[src/rtl/http_chunked_body_decoder_top_defines.svh]
// Assertion macros for the chunked body decoder.
`ifndef HTTP_CHUNKED_BODY_DECODER_TOP_DEFINES_SVH
`define HTTP_CHUNKED_BODY_DECODER_TOP_DEFINES_SVH
`ifndef SYNTHESIS
// Check under reset qualification.
`define HCBD_ASSERT(label, clk, rst_n, prop) \
  label: assert property (@(posedge clk) disable iff (!rst_n) prop) \
    else $error("hcbd assertion failed");
// Check at every edge, reset included.
`define HCBD_ASSERT_ALWAYS(label, clk, prop) \
  label: assert property (@(posedge clk) prop) \
    else $error("hcbd assertion failed");
`else
`define HCBD_ASSERT(label, clk, rst_n, prop)
`define HCBD_ASSERT_ALWAYS(label, clk, prop)
`endif
`endif

[src/rtl/hcbd_pkg.sv]
`default_nettype none
package hcbd_pkg;

  localparam int MAX_SIZE_LINE = 4096;
  localparam int LINE_W = $clog2(MAX_SIZE_LINE + 1);
  localparam logic [LINE_W-1:0] LINE_MAX = LINE_W'(MAX_SIZE_LINE);

  localparam int QDEPTH = 4;
  localparam int QAW = $clog2(QDEPTH);

  localparam int CFG_IDX_W = 2;
  localparam int CFG_DATA_W = 32;
  localparam logic [CFG_IDX_W-1:0] CFG_CHUNKED  = 2'd0;
  localparam logic [CFG_IDX_W-1:0] CFG_EXPECTED = 2'd1;
  localparam logic [CFG_IDX_W-1:0] CFG_MAXLEN   = 2'd2;

  typedef enum logic [2:0] {
    ST_RUN      = 3'd0,
    ST_DONE     = 3'd1,
    ST_BADSIZE  = 3'd2,
    ST_LONGLINE = 3'd3,
    ST_LENGTH   = 3'd4
  } status_t;

  typedef enum logic [2:0] {
    CLS_HEX   = 3'd0,
    CLS_SPACE = 3'd1,
    CLS_CR    = 3'd2,
    CLS_LF    = 3'd3,
    CLS_OTHER = 3'd4
  } cls_t;

  typedef struct packed {
    logic [7:0] data;
    cls_t       cls;
    logic [3:0] digit;
  } item_t;

  typedef struct packed {
    logic  valid;
    item_t item;
  } q_head_t;

  typedef struct packed {
    logic        chunked;
    logic [31:0] expected;
    logic [31:0] max_len;
  } cfg_t;

  typedef struct packed {
    logic [7:0] pbyte;
    logic       pvalid;
    status_t    status;
  } res_t;

endpackage
`default_nettype wire

[src/rtl/hcbd_front.sv]
`default_nettype none
module hcbd_front (
  input  logic             clk,
  input  logic             rst_n,
  input  logic [7:0]       rx_byte,
  input  logic             push,
  output logic             full,
  input  logic             pop,
  output hcbd_pkg::q_head_t head
);
  import hcbd_pkg::*;

  item_t          mem_r [QDEPTH];
  logic [QAW-1:0] wr_ptr_r, wr_ptr_nxt;
  logic [QAW-1:0] rd_ptr_r, rd_ptr_nxt;
  logic [QAW:0]   cnt_r, cnt_nxt;
  logic           do_push, do_pop;
  item_t          cls_item;

  // Tag each byte with its class and hex digit value.
  function automatic item_t classify(input logic [7:0] b);
    item_t it;
    it.data  = b;
    it.digit = 4'h0;
    it.cls   = CLS_OTHER;
    if (b >= 8'h30 && b <= 8'h39) begin
      it.cls   = CLS_HEX;
      it.digit = b[3:0];
    end else if (b >= 8'h41 && b <= 8'h46) begin
      it.cls   = CLS_HEX;
      it.digit = 4'(b - 8'h37);
    end else if (b >= 8'h61 && b <= 8'h66) begin
      it.cls   = CLS_HEX;
      it.digit = 4'(b - 8'h57);
    end else if (b == 8'h20) begin
      it.cls = CLS_SPACE;
    end else if (b == 8'h0D) begin
      it.cls = CLS_CR;
    end else if (b == 8'h0A) begin
      it.cls = CLS_LF;
    end
    return it;
  endfunction

  assign cls_item   = classify(rx_byte);
  assign full       = (cnt_r == (QAW+1)'(QDEPTH));
  assign do_push    = push & ~full;
  assign do_pop     = pop & (cnt_r != '0);
  assign head.valid = (cnt_r != '0);
  assign head.item  = mem_r[rd_ptr_r];

  always_comb begin
    wr_ptr_nxt = wr_ptr_r + QAW'(do_push);
    rd_ptr_nxt = rd_ptr_r + QAW'(do_pop);
    cnt_nxt    = cnt_r + (QAW+1)'(do_push) - (QAW+1)'(do_pop);
  end

  always_ff @(posedge clk) begin
    if (do_push) begin
      mem_r[wr_ptr_r] <= cls_item;
    end
  end

  always_ff @(posedge clk) begin
    if (!rst_n) begin
      wr_ptr_r <= '0;
      rd_ptr_r <= '0;
      cnt_r    <= '0;
    end else begin
      wr_ptr_r <= wr_ptr_nxt;
      rd_ptr_r <= rd_ptr_nxt;
      cnt_r    <= cnt_nxt;
    end
  end

endmodule
`default_nettype wire

[src/rtl/hcbd_back.sv]
`default_nettype none
module hcbd_back (
  input  logic              clk,
  input  logic              rst_n,
  input  hcbd_pkg::cfg_t    cfg,
  input  hcbd_pkg::q_head_t head,
  output logic              pop,
  output logic [7:0]        res_byte,
  output logic              res_valid,
  output logic [2:0]        res_status,
  output logic              res_empty,
  input  logic              res_pop
);
  import hcbd_pkg::*;

  // Decode state.
  logic              data_r, data_nxt;
  logic [31:0]       left_r, left_nxt;
  logic [31:0]       acc_r, acc_nxt;
  logic              dig_r, dig_nxt;
  logic              bad_r, bad_nxt;
  logic              past_r, past_nxt;
  logic              cr_r, cr_nxt;
  logic [LINE_W-1:0] len_r, len_nxt;
  logic [31:0]       recv_r, recv_nxt;
  status_t           status_r, status_nxt;

  // Two-entry result buffer.
  res_t       buf_r [2];
  logic       rd_r, wr_r;
  logic [1:0] cnt_r, cnt_nxt;
  logic       do_rpop, step;
  res_t       res;
  item_t      it;
  logic       over;
  logic       exceed;

  assign it        = head.item;
  assign do_rpop   = res_pop & (cnt_r != 2'd0);
  assign step      = head.valid & ((cnt_r != 2'd2) | do_rpop);
  assign pop       = step;
  assign res_empty = (cnt_r == 2'd0);
  assign res_byte   = buf_r[rd_r].pbyte;
  assign res_valid  = buf_r[rd_r].pvalid;
  assign res_status = buf_r[rd_r].status;

  always_comb begin
    data_nxt   = data_r;
    left_nxt   = left_r;
    acc_nxt    = acc_r;
    dig_nxt    = dig_r;
    bad_nxt    = bad_r;
    past_nxt   = past_r;
    cr_nxt     = cr_r;
    len_nxt    = len_r;
    recv_nxt   = recv_r;
    status_nxt = status_r;
    over       = 1'b0;
    exceed     = 1'b0;
    res.pbyte  = 8'h00;
    res.pvalid = 1'b0;

    if (status_r == ST_RUN) begin
      over     = (recv_r == '1);
      recv_nxt = over ? recv_r : recv_r + 32'd1;

      if (!cfg.chunked) begin
        res.pbyte  = it.data;
        res.pvalid = 1'b1;
      end else if (data_r && left_r != '0) begin
        res.pbyte  = it.data;
        res.pvalid = 1'b1;
        left_nxt   = left_r - 32'd1;
        if (left_r == 32'd1) begin
          data_nxt = 1'b0;
        end
      end else begin
        data_nxt = 1'b0;
        if (cr_r && it.cls == CLS_LF) begin
          // Line ends: an empty line is skipped.
          if (len_r > LINE_W'(1)) begin
            if (bad_r || !dig_r) begin
              status_nxt = ST_BADSIZE;
            end else if (acc_r == '0) begin
              status_nxt = ST_DONE;
            end else begin
              left_nxt = acc_r;
              data_nxt = 1'b1;
            end
          end
          acc_nxt  = '0;
          dig_nxt  = 1'b0;
          bad_nxt  = 1'b0;
          past_nxt = 1'b0;
          cr_nxt   = 1'b0;
          len_nxt  = '0;
        end else if (len_r >= LINE_MAX) begin
          status_nxt = ST_LONGLINE;
        end else begin
          len_nxt = len_r + LINE_W'(1);
          // A held CR that is not followed by LF is a plain non-hex byte.
          if (cr_r && !past_r) begin
            bad_nxt = 1'b1;
          end
          cr_nxt = 1'b0;
          if (it.cls == CLS_CR) begin
            cr_nxt = 1'b1;
          end else if (!past_r) begin
            case (it.cls)
              CLS_SPACE: begin
                past_nxt = 1'b1;
                if (!dig_r) begin
                  bad_nxt = 1'b1;
                end
              end
              CLS_HEX: begin
                if (acc_r[31:28] != 4'h0) begin
                  bad_nxt = 1'b1;
                end
                acc_nxt = {acc_r[27:0], it.digit};
                dig_nxt = 1'b1;
              end
              default: begin
                bad_nxt = 1'b1;
              end
            endcase
          end
        end
      end

      if (status_nxt == ST_RUN || status_nxt == ST_DONE) begin
        if (cfg.expected != '0 && (over || recv_nxt > cfg.expected)) begin
          exceed = 1'b1;
        end
        if (cfg.max_len != '0 && (over || recv_nxt > cfg.max_len)) begin
          exceed = 1'b1;
        end
        if (exceed) begin
          status_nxt = ST_LENGTH;
        end
      end
    end
    res.status = status_nxt;
  end

  always_comb begin
    cnt_nxt = cnt_r + 2'(step) - 2'(do_rpop);
  end

  always_ff @(posedge clk) begin
    if (step) begin
      buf_r[wr_r] <= res;
    end
  end

  always_ff @(posedge clk) begin
    if (!rst_n) begin
      data_r   <= 1'b0;
      left_r   <= '0;
      acc_r    <= '0;
      dig_r    <= 1'b0;
      bad_r    <= 1'b0;
      past_r   <= 1'b0;
      cr_r     <= 1'b0;
      len_r    <= '0;
      recv_r   <= '0;
      status_r <= ST_RUN;
      rd_r     <= 1'b0;
      wr_r     <= 1'b0;
      cnt_r    <= 2'd0;
    end else begin
      if (step) begin
        data_r   <= data_nxt;
        left_r   <= left_nxt;
        acc_r    <= acc_nxt;
        dig_r    <= dig_nxt;
        bad_r    <= bad_nxt;
        past_r   <= past_nxt;
        cr_r     <= cr_nxt;
        len_r    <= len_nxt;
        recv_r   <= recv_nxt;
        status_r <= status_nxt;
        wr_r     <= ~wr_r;
      end
      if (do_rpop) begin
        rd_r <= ~rd_r;
      end
      cnt_r <= cnt_nxt;
    end
  end

endmodule
`default_nettype wire

[src/rtl/http_chunked_body_decoder_top.sv]
// HTTP chunked body decoder. Push one raw body byte per request; pop one
// result per byte (decoded byte, payload flag, sticky status). Throughput is
// one byte per cycle on both sides while neither stalls; a byte's result is
// registered in the queue and then in the result buffer. A four-entry queue
// sits behind the classifier and a two-entry result buffer behind the decoder,
// so either side may stall without stopping the other until the queue fills.
// Write the configuration registers only while no request is in flight.
`default_nettype none
`include "http_chunked_body_decoder_top_defines.svh"
module http_chunked_body_decoder_top (
  input  logic                           clk,
  input  logic                           rst_n,
  // input channel
  input  logic [7:0]                     in_rx_byte,
  input  logic                           in_push,
  output logic                           in_full,
  // result channel
  output logic [7:0]                     out_payload_byte,
  output logic                           out_payload_valid,
  output logic [2:0]                     out_status,
  output logic                           out_empty,
  input  logic                           out_pop,
  // configuration
  input  logic                           cfg_we,
  input  logic [hcbd_pkg::CFG_IDX_W-1:0] cfg_index,
  input  logic [hcbd_pkg::CFG_DATA_W-1:0] cfg_data
);
  import hcbd_pkg::*;

  cfg_t    cfg_r;
  q_head_t q_head;
  logic    q_pop;

  // Hold configuration; ignore writes to unused indexes.
  always_ff @(posedge clk) begin
    if (!rst_n) begin
      cfg_r <= '0;
    end else if (cfg_we) begin
      unique case (cfg_index)
        CFG_CHUNKED:  cfg_r.chunked  <= cfg_data[0];
        CFG_EXPECTED: cfg_r.expected <= cfg_data;
        CFG_MAXLEN:   cfg_r.max_len  <= cfg_data;
        default: ;
      endcase
    end
  end

  // Front: classify and queue each request.
  hcbd_front u_front (
    .clk     (clk),
    .rst_n   (rst_n),
    .rx_byte (in_rx_byte),
    .push    (in_push),
    .full    (in_full),
    .pop     (q_pop),
    .head    (q_head)
  );

  // Back: advance the chunk parser and buffer results.
  hcbd_back u_back (
    .clk        (clk),
    .rst_n      (rst_n),
    .cfg        (cfg_r),
    .head       (q_head),
    .pop        (q_pop),
    .res_byte   (out_payload_byte),
    .res_valid  (out_payload_valid),
    .res_status (out_status),
    .res_empty  (out_empty),
    .res_pop    (out_pop)
  );

  // Non-payload results carry a zero byte.
  `HCBD_ASSERT(a_zero_byte, clk, rst_n, !out_empty && !out_payload_valid |-> out_payload_byte == 8'h00)
  // Payload comes only with a running or length-exceeded status.
  `HCBD_ASSERT(a_valid_status, clk, rst_n, !out_empty && out_payload_valid |-> out_status == ST_RUN || out_status == ST_LENGTH)
  // Reset drains both queues.
  `HCBD_ASSERT_ALWAYS(a_reset_empty, clk, !rst_n |=> out_empty && !in_full)

endmodule
`default_nettype wire

[config.mk]
export PLATFORM = sky130hd
export DESIGN_NAME = http_chunked_body_decoder_top
export DESIGN_NICKNAME = d
export VERILOG_FILES = /design/src/rtl/hcbd_pkg.sv /design/src/rtl/hcbd_front.sv /design/src/rtl/hcbd_back.sv /design/src/rtl/http_chunked_body_decoder_top.sv
export VERILOG_INCLUDE_DIRS = /design/src /design/src/rtl
export SDC_FILE = /design/constraint.sdc
export NUM_CORES = 1
export LEC_CHECK = 0
export BUFFER_PORTS_ARGS = -buffer_cell sky130_fd_sc_hd__buf_2
export CORE_UTILIZATION = 30
export CTS_BUF_LIST = sky130_fd_sc_hd__clkbuf_16
export DETAILED_ROUTE_END_ITERATION = 10
export GPL_ROUTABILITY_DRIVEN = 0
export PLACE_DENSITY_LB_ADDON = 0.2
export SETUP_SLACK_MARGIN = 0.4
export SLEW_MARGIN = 30
export SYNTH_ARGS = -nofsm -noshare
export SYNTH_HDL_FRONTEND = slang
export SYNTH_HIERARCHICAL = 1
export SYNTH_SLANG_ARGS = --single-unit
[constraint.sdc]
create_clock -name clk -period 4.5 [get_ports clk]
set_clock_uncertainty 0.05 [all_clocks]
set_input_delay 0.225 -clock clk [delete_from_list [all_inputs] [get_ports clk]]
set_output_delay 0.225 -clock clk [all_outputs]
set_load 0.005 [all_outputs]
==> flow_summary.ini, run 1 <==
[outcome]
outcome = completed

[timing]
setup_tns_ns = 0
max_freq_ghz = 0.244
rsz0062_at_grt = true
worst_pin_slew_ns = 0.936
fin_crit_sh_pct = 91.0
min_period_ns = 4.09
final_hold_viol_count = 0
fin_ws_ns = 0.406
drv_slew = 0
setup_violations = 0
slew_headroom_pct = 37.6

[grt]
grt_use_total_pct = 15.8
grt_max_degree = 98
grt_first_pass_wirelength_mm = 63.2
grt-ovfl-total = 0
antenna_found_initial = 0
grt_pass1_vias = 11800

[layout]
drive_gt1_share_pct = 15.4
ff_latch_area_um2 = 6420
final_common_cell = nand2_1
final_nets = 1806
multi_input_area_um2 = 7630
mostFrequentLayoutCells = 222 x nand2_1, 189 x dfxtp_1, 122 x nor2_1, 106 x a21oi_1, 94 x inv_1
synthToLayoutAreaGrowth_pct = 18.6
n_antenna_cell = 0
final.fill_count = 4815
fin_util_pct = 36.2

[clocking]
cts_tree = done
clk_latency_ns = 0.55
clk_pin_slew_worst_paths_ns = 0.06
htree_levels = 2
root_buffer = clkbuf_16
cts_inserted_buffers = 35
cts.sinks = 278
clockBufferDepth = 3

[drt]
drt_iter0_drc = 629
postRouteWirelength_mm = 38.5
avgRoutedWirePerCell_um = 16.6
dr_total_vias = 11600
drc = 0
first_pass_iters = 5
drt-vias-per-instance = 5.01
postRouteAntennaNets = 0

[floorplan]
die_area_um2 = 49700
core-area_um2 = 47900
ioPinCount = 61
rows = 80
die_h_um = 223
start_util_pct = 30.5
die_w_um = 223

[synth]
yosysSeqAreaShare_pct = 43.7
syn-num-nets = 1686
async_flop_share_pct = 0
ys_ff_latch = 278
synthCells = 1558
yosys_warnings = 6
synth_area_leaders = dfxtp_1 27%, edfxtp_1 17%, ha_1 6.8%, nand2_1 5.7%, mux2i_1 4.4%
synth_top_area_cell = dfxtp_1
synth_top_area_share_pct = 26.5
ys.flop_type = dfxtp_1
syn_area_um2 = 14600
synth.distinct_cells = 85
synth_edf_count = 84
avgSynthCellArea_um2 = 9.40

[setup_path]
cp.required_ns = 4.88
endpoint_kind = flop
crit_path_start_kind = flop
crit_start = u_back/recv_r[1]$_SDFFE_PN0P_
worstReg2RegStart = u_back/recv_r[1]$_SDFFE_PN0P_
r2r_slack_ns = 0.41
critPathMaxFanout = 6
cp_data_arrival_time_ns = 4.47
reg2regPathDepth = 16
r2r-end = u_back/status_r[2]$_SDFFE_PN0P_
critical_path_class = reg2reg

[place]
numPortBuffers = 60
dp_slack_ns = 0.139
dp_hpwl_mm = 26.6

[worst_hold_path]
whs_endpoint = cfg_r[64]$_SDFFE_PN0P_
min_delay_path_depth = 3
worst_hold_path_type = in2reg
min_from = cfg_we

[pwr]
total_power_mw = 6.88
leakage_nw = 6.74
power.density_nw_per_um2 = 396
ir_drop_mv = 0.310

[flow_run]
maxCapViolCount = 0
==> flip-flops by register name, summed over array words and instances, names as in the netlist, 2 cells and up, named ones only <==
name,flops
u_back/acc_r,32
u_front/mem_r,60
u_back/buf_r,24
u_front/cnt_r,3
cfg_r,65
u_front/rd_ptr_r,2
u_back/left_r,32
u_back/status_r,3
u_front/wr_ptr_r,2
u_back/len_r,13
u_back/recv_r,32
u_back/cnt_r,2
==> critical path, stage by stage, from the launching register on <==
cell and delay [ns]:
dfxtp_4 0.37, ha_4 0.15, nand3_2 0.09, or4_4 0.46, or4_4 0.54, nand2b_4 0.11
buf_4 0.15, xnor2_1 0.21, ha_1 0.33, a21oi_1 0.18, a21oi_1 0.09, o41a_1 0.45
o21ai_1 0.19, a32oi_1 0.14, buf_4 0.17, buf_4 0.13, a22o_1 0.17
==> worst max-delay path by stage <==
stage	slack, ns	cells past startpoint	to
6_report	0.41	16	u_back/status_r[2]$_SDFFE_PN0P_
5_1_grt	0.24	17	u_back/buf_r[1][0]$_DFFE_PP_
3_3_place_gp	0.15	15	u_back/buf_r[0][2]$_DFFE_PP_
3_5_place_dp	0.14	15	u_back/buf_r[1][0]$_DFFE_PP_
4_1_cts	0.40	16	u_back/buf_r[1][0]$_DFFE_PP_
2_1_floorplan	0.42	18	u_back/buf_r[0][0]$_DFFE_PP_
==> logic make-up after synthesis <==
logic type                 count (synthesis)  share of synthesized area (%)
buffers and inverters                    164                           5.26
xor gates and xnor gates                  75                           4.49
muxes                                     95                           7.90
DFF                                      278                           43.7
and+or+nand+nor                          635                           21.6
adders and majority gates                 81                           6.97
AOI/OAI and AO/OA                        230                           10.0
==> report_power, final <==
group,internal [mW],leakage [nW],switching (mW)
sequential,2.85,2.34,0.119
combinational,0.553,3.84,0.743
clock,1.49,0.562,1.13
total,4.89,6.74,1.99
==> synthesized netlist by cell type, types with 5 or more instances <==
cell,instances
nand2_1,223
dfxtp_1,194
nor2_1,124
a21oi_1,107
edfxtp_1,84
inv_1,84
ha_1,80
nand3_1,74
mux2i_1,65
nor4_1,43
xnor2_1,42
o21ai_0,35
nand4_1,34
nor3_1,34
clkbuf_1,33
xor2_1,33
buf_2,28
or3_1,19
and2_1,15
and3_1,15
mux4_2,15
mux2_2,14
a21o_1,10
a21boi_0,8
o21a_1,8
a31oi_1,7
buf_6,7
nor2b_1,7
nor3b_1,6
o221a_2,6
o41ai_1,6
a22o_1,5
buf_4,5
o211ai_1,5
o31ai_1,5
==> cell type report <==
class | count | share of cell area (%)
clock buffers | 35 | 5.04
clock inverters | 26 | 1.08
inverters | 85 | 1.84
multi-input cells | 1116 | 43.9
flip-flops and latches | 278 | 37.0
well taps | 615 | 4.43
repair buffers | 162 | 6.76
==> routing by layer <==
| layer | up-vias | part of all wire [%] | GRT usage (%) |
|---|---|---|---|
| met4 | 0 | 1.8 | 4.58 |
| li1 | 5805 | - | - |
| met5 | - | 0 | 0 |
| met2 | 156 | 49 | 27.3 |
| met3 | 42 | 2.9 | 2.07 |
| met1 | 5602 | 46 | 20.4 |
==> metrics by stage <==
| stage | cells | hold slack (ns) | area (µm²) |
|---|---|---|---|
| 2_1_floorplan | 1558 | 0.274 | 14700 |
| 3_3_place_gp | 2200 | 0.409 | 15700 |
| 3_5_place_dp | 2200 | 0.410 | 15700 |
| 4_1_cts | 2312 | 0.0113 | 17300 |
| 5_1_grt | 2317 | 0.0381 | 17400 |
| 6_report | 2317 | 0.0469 | 17400 |
==> what timing repair did <==
action | in CTS | in global routing
endpoints found under the hold margin | 96 | 0
hold buffers | 42 | 0
pin swaps | 15 | 11
setup endpoints to repair | 6 | 6
setup buffers | 9 | 5
gates cloned | 0 | 0
gates resized for setup | 17 | 11
No activity file was read; power rests on OpenSTA's default activity.
==> inputs of run 2 (changes only) <==
HOLD_SLACK_MARGIN = 0.08   (was not set)
MAX_ROUTING_LAYER = met4   (was not set)
==> flow_summary.ini, run 2 (synthesized netlist as in run 1, its figures left out) <==
[clocking]
cts_tree = done
cts.sinks = 278
clockBufferDepth = 3
root_buffer = clkbuf_16
htree_levels = 2
clk_pin_slew_worst_paths_ns = 0.06
cts_inserted_buffers = 35
clk_latency_ns = 0.55

[setup_path]
cp.required_ns = 4.88
critPathMaxFanout = 6
path_cells = nand4_4 > or4_4 > or4_4 > nand2b_4 > buf_4 > xnor2_1 > ha_1 > a21oi_1 > a21oi_1 > o41a_1 > o21ai_1 > a32oi_1 > buf_4 > buf_4 > a22o_1
critical_path_class = reg2reg
crit_path_top_delay_cell = or4_4
crit_path_start_kind = flop
worstReg2RegStart = u_back/recv_r[21]$_SDFFE_PN0P_
r2r_slack_ns = 0.42
reg2regPathDepth = 15
r2r-end = u_back/status_r[2]$_SDFFE_PN0P_
critPathBufInv = 3
cp_data_arrival_time_ns = 4.46
crit_family = simple AND/OR/NAND/NOR gates
crit_top_cell = buf_4
endpoint_kind = flop
max_stage_delay_ns = 0.57

[floorplan]
die_h_um = 223
die_w_um = 223
die_area_um2 = 49700
start_util_pct = 30.5
core-area_um2 = 47900
ioPinCount = 61
rows = 80

[pwr]
ir_drop_mv = 0.309
intPower_mw = 4.89
pwr-share-comb_pct = 18.9
sequentialPowerShare_pct = 43.1
p_sw_share_pct = 28.9
total_power_mw = 6.88
leakage_nw = 6.75
net-switching-power_mw = 1.99
power_frac_clock_pct = 38.0
power.density_nw_per_um2 = 396

[worst_hold_path]
min_from = rst_n
whs_endpoint = u_back/left_r[5]$_SDFFE_PN0P_
worst_hold_path_type = in2reg
min_delay_path_depth = 2

[layout]
final_cells = 2318
final_common_cell = nand2_1
drive_gt1_share_pct = 15.4
largest_reg_flops = 65
synthToLayoutAreaGrowth_pct = 18.7
n_antenna_cell = 0
final_cell_area_um2 = 17400
top_register = cfg_r
mostFrequentLayoutCells = 222 x nand2_1, 189 x dfxtp_1, 122 x nor2_1, 106 x a21oi_1, 94 x inv_1
fin_util_pct = 36.3
reg.largest.list = cfg_r (65), u_front/mem_r (60)
final_nets = 1807

[grt]
use_met2_pct = 27.3
antenna_found_initial = 0
grt-ovfl-total = 0
grt_use_total_pct = 16.3
met1_usage_pct = 20.4
grt_pass1_vias = 11800
use_met3_pct = 2.07
grt_first_pass_wirelength_mm = 63.2
grt_max_degree = 98
grt_busiest_layer = met2

[drt]
postRouteWirelength_mm = 38.5
drt_iter0_drc = 625
first_pass_iters = 7
drc = 0
drt-vias-per-instance = 5.03
dr_total_vias = 11700
postRouteAntennaNets = 0
avgRoutedWirePerCell_um = 16.6

[place]
numPortBuffers = 60
dp_hpwl_mm = 26.6
dp_slack_ns = 0.139
dpl_cell_area_um2 = 15700
placed_cells = 2200

[timing]
slew_headroom_pct = 37.2
holdWs_ns = 0.110
rsz0062_at_grt = true
setup_violations = 0
min_period_ns = 4.08
drv_slew = 0
setup_tns_ns = 0
fin_crit_sh_pct = 90.7
final_hold_viol_count = 0
fin_ws_ns = 0.417
max_freq_ghz = 0.245
worst_pin_slew_ns = 0.942

[flow_run]
maxCapViolCount = 0

[outcome]
outcome = completed
## run 2: cell count changes in the layout (fill, tap and decap cells not counted)
cell / delta
dlygate4sd3_1: +1
## run 2: layout make-up
cell class,instances,area (µm²)
clock buffer,35,876
clock inverter,26,188
fill,4811,30600
inverter,85,319
multi-input combinational,1116,7630
sequential,278,6420
tap,615,769
timing repair buffer,163,1180
## run 2: routing by layer
| layer | part of all wire [%] | vias up |
|---|---|---|
| met4 | 1.8 | 0 |
| met2 | 49 | 187 |
| met3 | 3.2 | 44 |
| li1 | - | 5804 |
| met1 | 46 | 5626 |
| met5 | 0 | - |
## run 2: repair_timing
item / in CTS / in global routing
pin swaps: 15 / 11
hold buffers: 43 / 0
endpoints found under the setup margin: 6 / 6
endpoints found under the hold margin: 97 / 0
resized for setup: 17 / 11
setup buffers: 9 / 5
## run 2: worst max path at each step
stage                              startpoint  cells after the start                              end  slack, ns
6_report       u_back/recv_r[21]$_SDFFE_PN0P_                     15  u_back/status_r[2]$_SDFFE_PN0P_       0.42
5_1_grt         u_back/recv_r[1]$_SDFFE_PN0P_                     17     u_back/buf_r[1][0]$_DFFE_PP_       0.24
4_1_cts         u_back/recv_r[1]$_SDFFE_PN0P_                     16     u_back/buf_r[1][0]$_DFFE_PP_       0.40
3_5_place_dp    u_back/recv_r[1]$_SDFFE_PN0P_                     15     u_back/buf_r[1][0]$_DFFE_PP_       0.14
3_3_place_gp    u_back/recv_r[1]$_SDFFE_PN0P_                     15     u_back/buf_r[0][2]$_DFFE_PP_       0.15
2_1_floorplan   u_back/recv_r[1]$_SDFFE_PN0P_                     18     u_back/buf_r[0][0]$_DFFE_PP_       0.42
## run 2: power by group through the flow
stage / clock network [mW] / logic, mW / registers (mW)
3_3_place_gp: 0 / 1.24 / 3.02
2_1_floorplan: 0 / 0.861 / 2.97
3_5_place_dp: 0 / 1.26 / 3.02
5_1_grt: 2.80 / 1.45 / 3.00
6_report: 2.61 / 1.30 / 2.97
4_1_cts: 2.71 / 1.31 / 2.97
## run 2: worst reg2reg max path: stages (launching register included)
cell,delay (ns)
dfxtp_4,0.38
nand4_4,0.13
or4_4,0.57
or4_4,0.54
nand2b_4,0.12
buf_4,0.15
xnor2_1,0.21
ha_1,0.33
a21oi_1,0.18
a21oi_1,0.09
o41a_1,0.44
o21ai_1,0.19
a32oi_1,0.14
buf_4,0.17
buf_4,0.13
a22o_1,0.17
==> inputs of run 3 (changes only) <==
GPL_TIMING_DRIVEN = 1   (was not set)
SYNTH_HIERARCHICAL = not set   (was 1)
==> flow_summary.ini, run 3 <==
[floorplan]
die_h_um = 222
die_w_um = 222
die_area_um2 = 49100
rows = 80
ioPinCount = 61
core-area_um2 = 47600
start_util_pct = 30.3

[pwr]
total_power_mw = 7.05
ir_drop_mv = 0.460
power.density_nw_per_um2 = 406
leakage_nw = 6.64

[setup_path]
cp.required_ns = 4.72
critical_path_class = reg2reg
critPathMaxFanout = 6
endpoint_kind = flop
cp_data_arrival_time_ns = 4.16
crit_path_start_kind = flop

[synth]
synthCells = 1550
yosysSeqAreaShare_pct = 44.3
avgSynthCellArea_um2 = 9.33
synth_area_leaders = dfxtp_1 27%, edfxtp_1 17%, ha_1 6.8%, nand2_1 5.7%, a21boi_0 4.3%
synth_top_area_share_pct = 26.9
netlist_top_cells_count = 219 x nand2_1, 194 x dfxtp_1, 105 x nor2_1
syn_area_um2 = 14500
ys.flop_type = dfxtp_1
async_flop_share_pct = 0
synth_edf_count = 84
synth_top_area_cell = dfxtp_1
synth_most_common_cell = nand2_1
synth.distinct_cells = 67
yosys_warnings = 0
ys_ff_latch = 278
syn-num-nets = 1677

[layout]
fin_util_pct = 36.4
final_common_cell = nand2_1
largest_reg_flops = 65
synthToLayoutAreaGrowth_pct = 19.9
mostFrequentLayoutCells = 215 x nand2_1, 182 x dfxtp_1, 103 x nor2_1, 91 x inv_1, 84 x edfxtp_1
final_cells = 2303
reg.largest.list = cfg_r (65), u_front.mem_r (60)
final_cell_area_um2 = 17300
drive_gt1_share_pct = 14.6
top_register = cfg_r
final_nets = 1792
n_antenna_cell = 0

[timing]
min_period_ns = 3.94
fin_ws_ns = 0.560
holdWs_ns = 0.169
max_freq_ghz = 0.254
worst_pin_slew_ns = 0.884
rsz0062_at_grt = false
final_hold_viol_count = 0
setup_tns_ns = 0
drv_slew = 0
fin_crit_sh_pct = 87.6
slew_headroom_pct = 41.0
setup_violations = 0

[place]
numPortBuffers = 60
dp_hpwl_mm = 26.6
dp_slack_ns = 0.108
placed_cells = 2190
dpl_cell_area_um2 = 15500

[drt]
postRouteAntennaNets = 0
first_pass_iters = 8
dr_total_vias = 11500
avgRoutedWirePerCell_um = 16.5
drc = 2
drt_iter0_drc = 704
postRouteWirelength_mm = 38.0
drt-vias-per-instance = 5.01

[clocking]
htree_levels = 2
clk_latency_ns = 0.55
cts_inserted_buffers = 35
clk_pin_slew_worst_paths_ns = 0.06
root_buffer = clkbuf_16
cts.sinks = 278
clockBufferDepth = 3
cts_tree = done

[grt]
antenna_found_initial = 0
grt_use_total_pct = 15.9
grt_pass1_vias = 11400
grt_first_pass_wirelength_mm = 61.2
grt_max_degree = 82
grt-ovfl-total = 0

[outcome]
violations = DRC
outcome = finished, violations left

[flow_run]
maxCapViolCount = 0

[worst_hold_path]
worst_hold_path_type = in2reg
## run 3: cell count changes after synthesis, moves of 25 or more
cell      delta
a21boi_0    +75
mux2i_1     -63
a21oi_1     -55
nand3_1     -35
and2_1      +33
a22o_1      +30
clkbuf_1    +25
## run 3: path summary, 6_finish.rpt
check                                       from                              to  slack, ns  cells after the start
setup / recovery   u_back.recv_r[5]$_SDFFE_PN0P_    u_back.buf_r[0][0]$_DFFE_PP_       0.56                     16
hold / removal                           out_pop      u_back.cnt_r[0]$_SDFF_PN0_       0.17                      5
setup reg to reg   u_back.recv_r[5]$_SDFFE_PN0P_    u_back.buf_r[0][0]$_DFFE_PP_       0.56                     16
hold reg to reg   u_back.left_r[11]$_SDFFE_PN0P_  u_back.left_r[11]$_SDFFE_PN0P_       0.43                      2
## run 3: kinds of logic (layout without fill, tap and decap cells)
| logic type | count (synthesis) | count (layout) | synth area share [%] |
|---|---|---|---|
| simple gates | 615 | 615 | 21.0 |
| compound gates | 315 | 315 | 15.4 |
| flops | 278 | 278 | 44.3 |
| buf+inv | 161 | 299 | 4.50 |
| fa+ha+maj | 80 | 80 | 6.98 |
| xor+xnor | 72 | 72 | 4.36 |
| mux | 29 | 29 | 3.41 |
## run 3: critical path, stage by stage (launching register included)
cell and delay, ns:
dfxtp_1 0.42, and4_2 0.31, nand3_2 0.16, nor4_4 0.36
buf_4 0.20, nand3_4 0.11, nor2_2 0.13, xor2_1 0.10
buf_4 0.15, ha_1 0.30, nand4_1 0.21, nor4_4 0.30
buf_4 0.17, o311a_1 0.19, o21ai_2 0.11, a311oi_2 0.27
o21bai_1 0.12
## run 3: routing by layer
layer | part of all wire (%) | wire length, µm | up-vias | track usage (%)
met5 | 0 | 0 | - | -
met4 | 2.2 | 850 | 0 | 5.04
met3 | 3.7 | 1410 | 58 | 2.69
met2 | 47 | 17700 | 185 | 25.2
met1 | 47 | 18000 | 5521 | 20.7
li1 | - | - | 5777 | -
## run 3: cell type report
type	count	area, µm²
inverters	85	319
repair buffers	154	1110
multi-input cells	1111	7650
fillers	4814	30300
well taps	615	769
clock buffers	36	901
clock inverters	24	149
flip-flops and latches	278	6430
## run 3: power breakdown
group | internal [mW] | switching, mW | leakage, nW | total [mW]
Combinational | 0.652 | 0.779 | 3.73 | 1.43
Sequential | 2.87 | 0.140 | 2.37 | 3.01
Clock | 1.51 | 1.09 | 0.538 | 2.60
Total | 5.03 | 2.01 | 6.64 | 7.05
## run 3: what timing repair did
item / in CTS / in global routing
setup endpoints to repair: 5 / 5
endpoints found under the hold margin: 97 / 0
buffers inserted: 3 / 10
hold buffers: 40 / 0
pin swaps: 5 / 21
gates resized for setup: 14 / 48
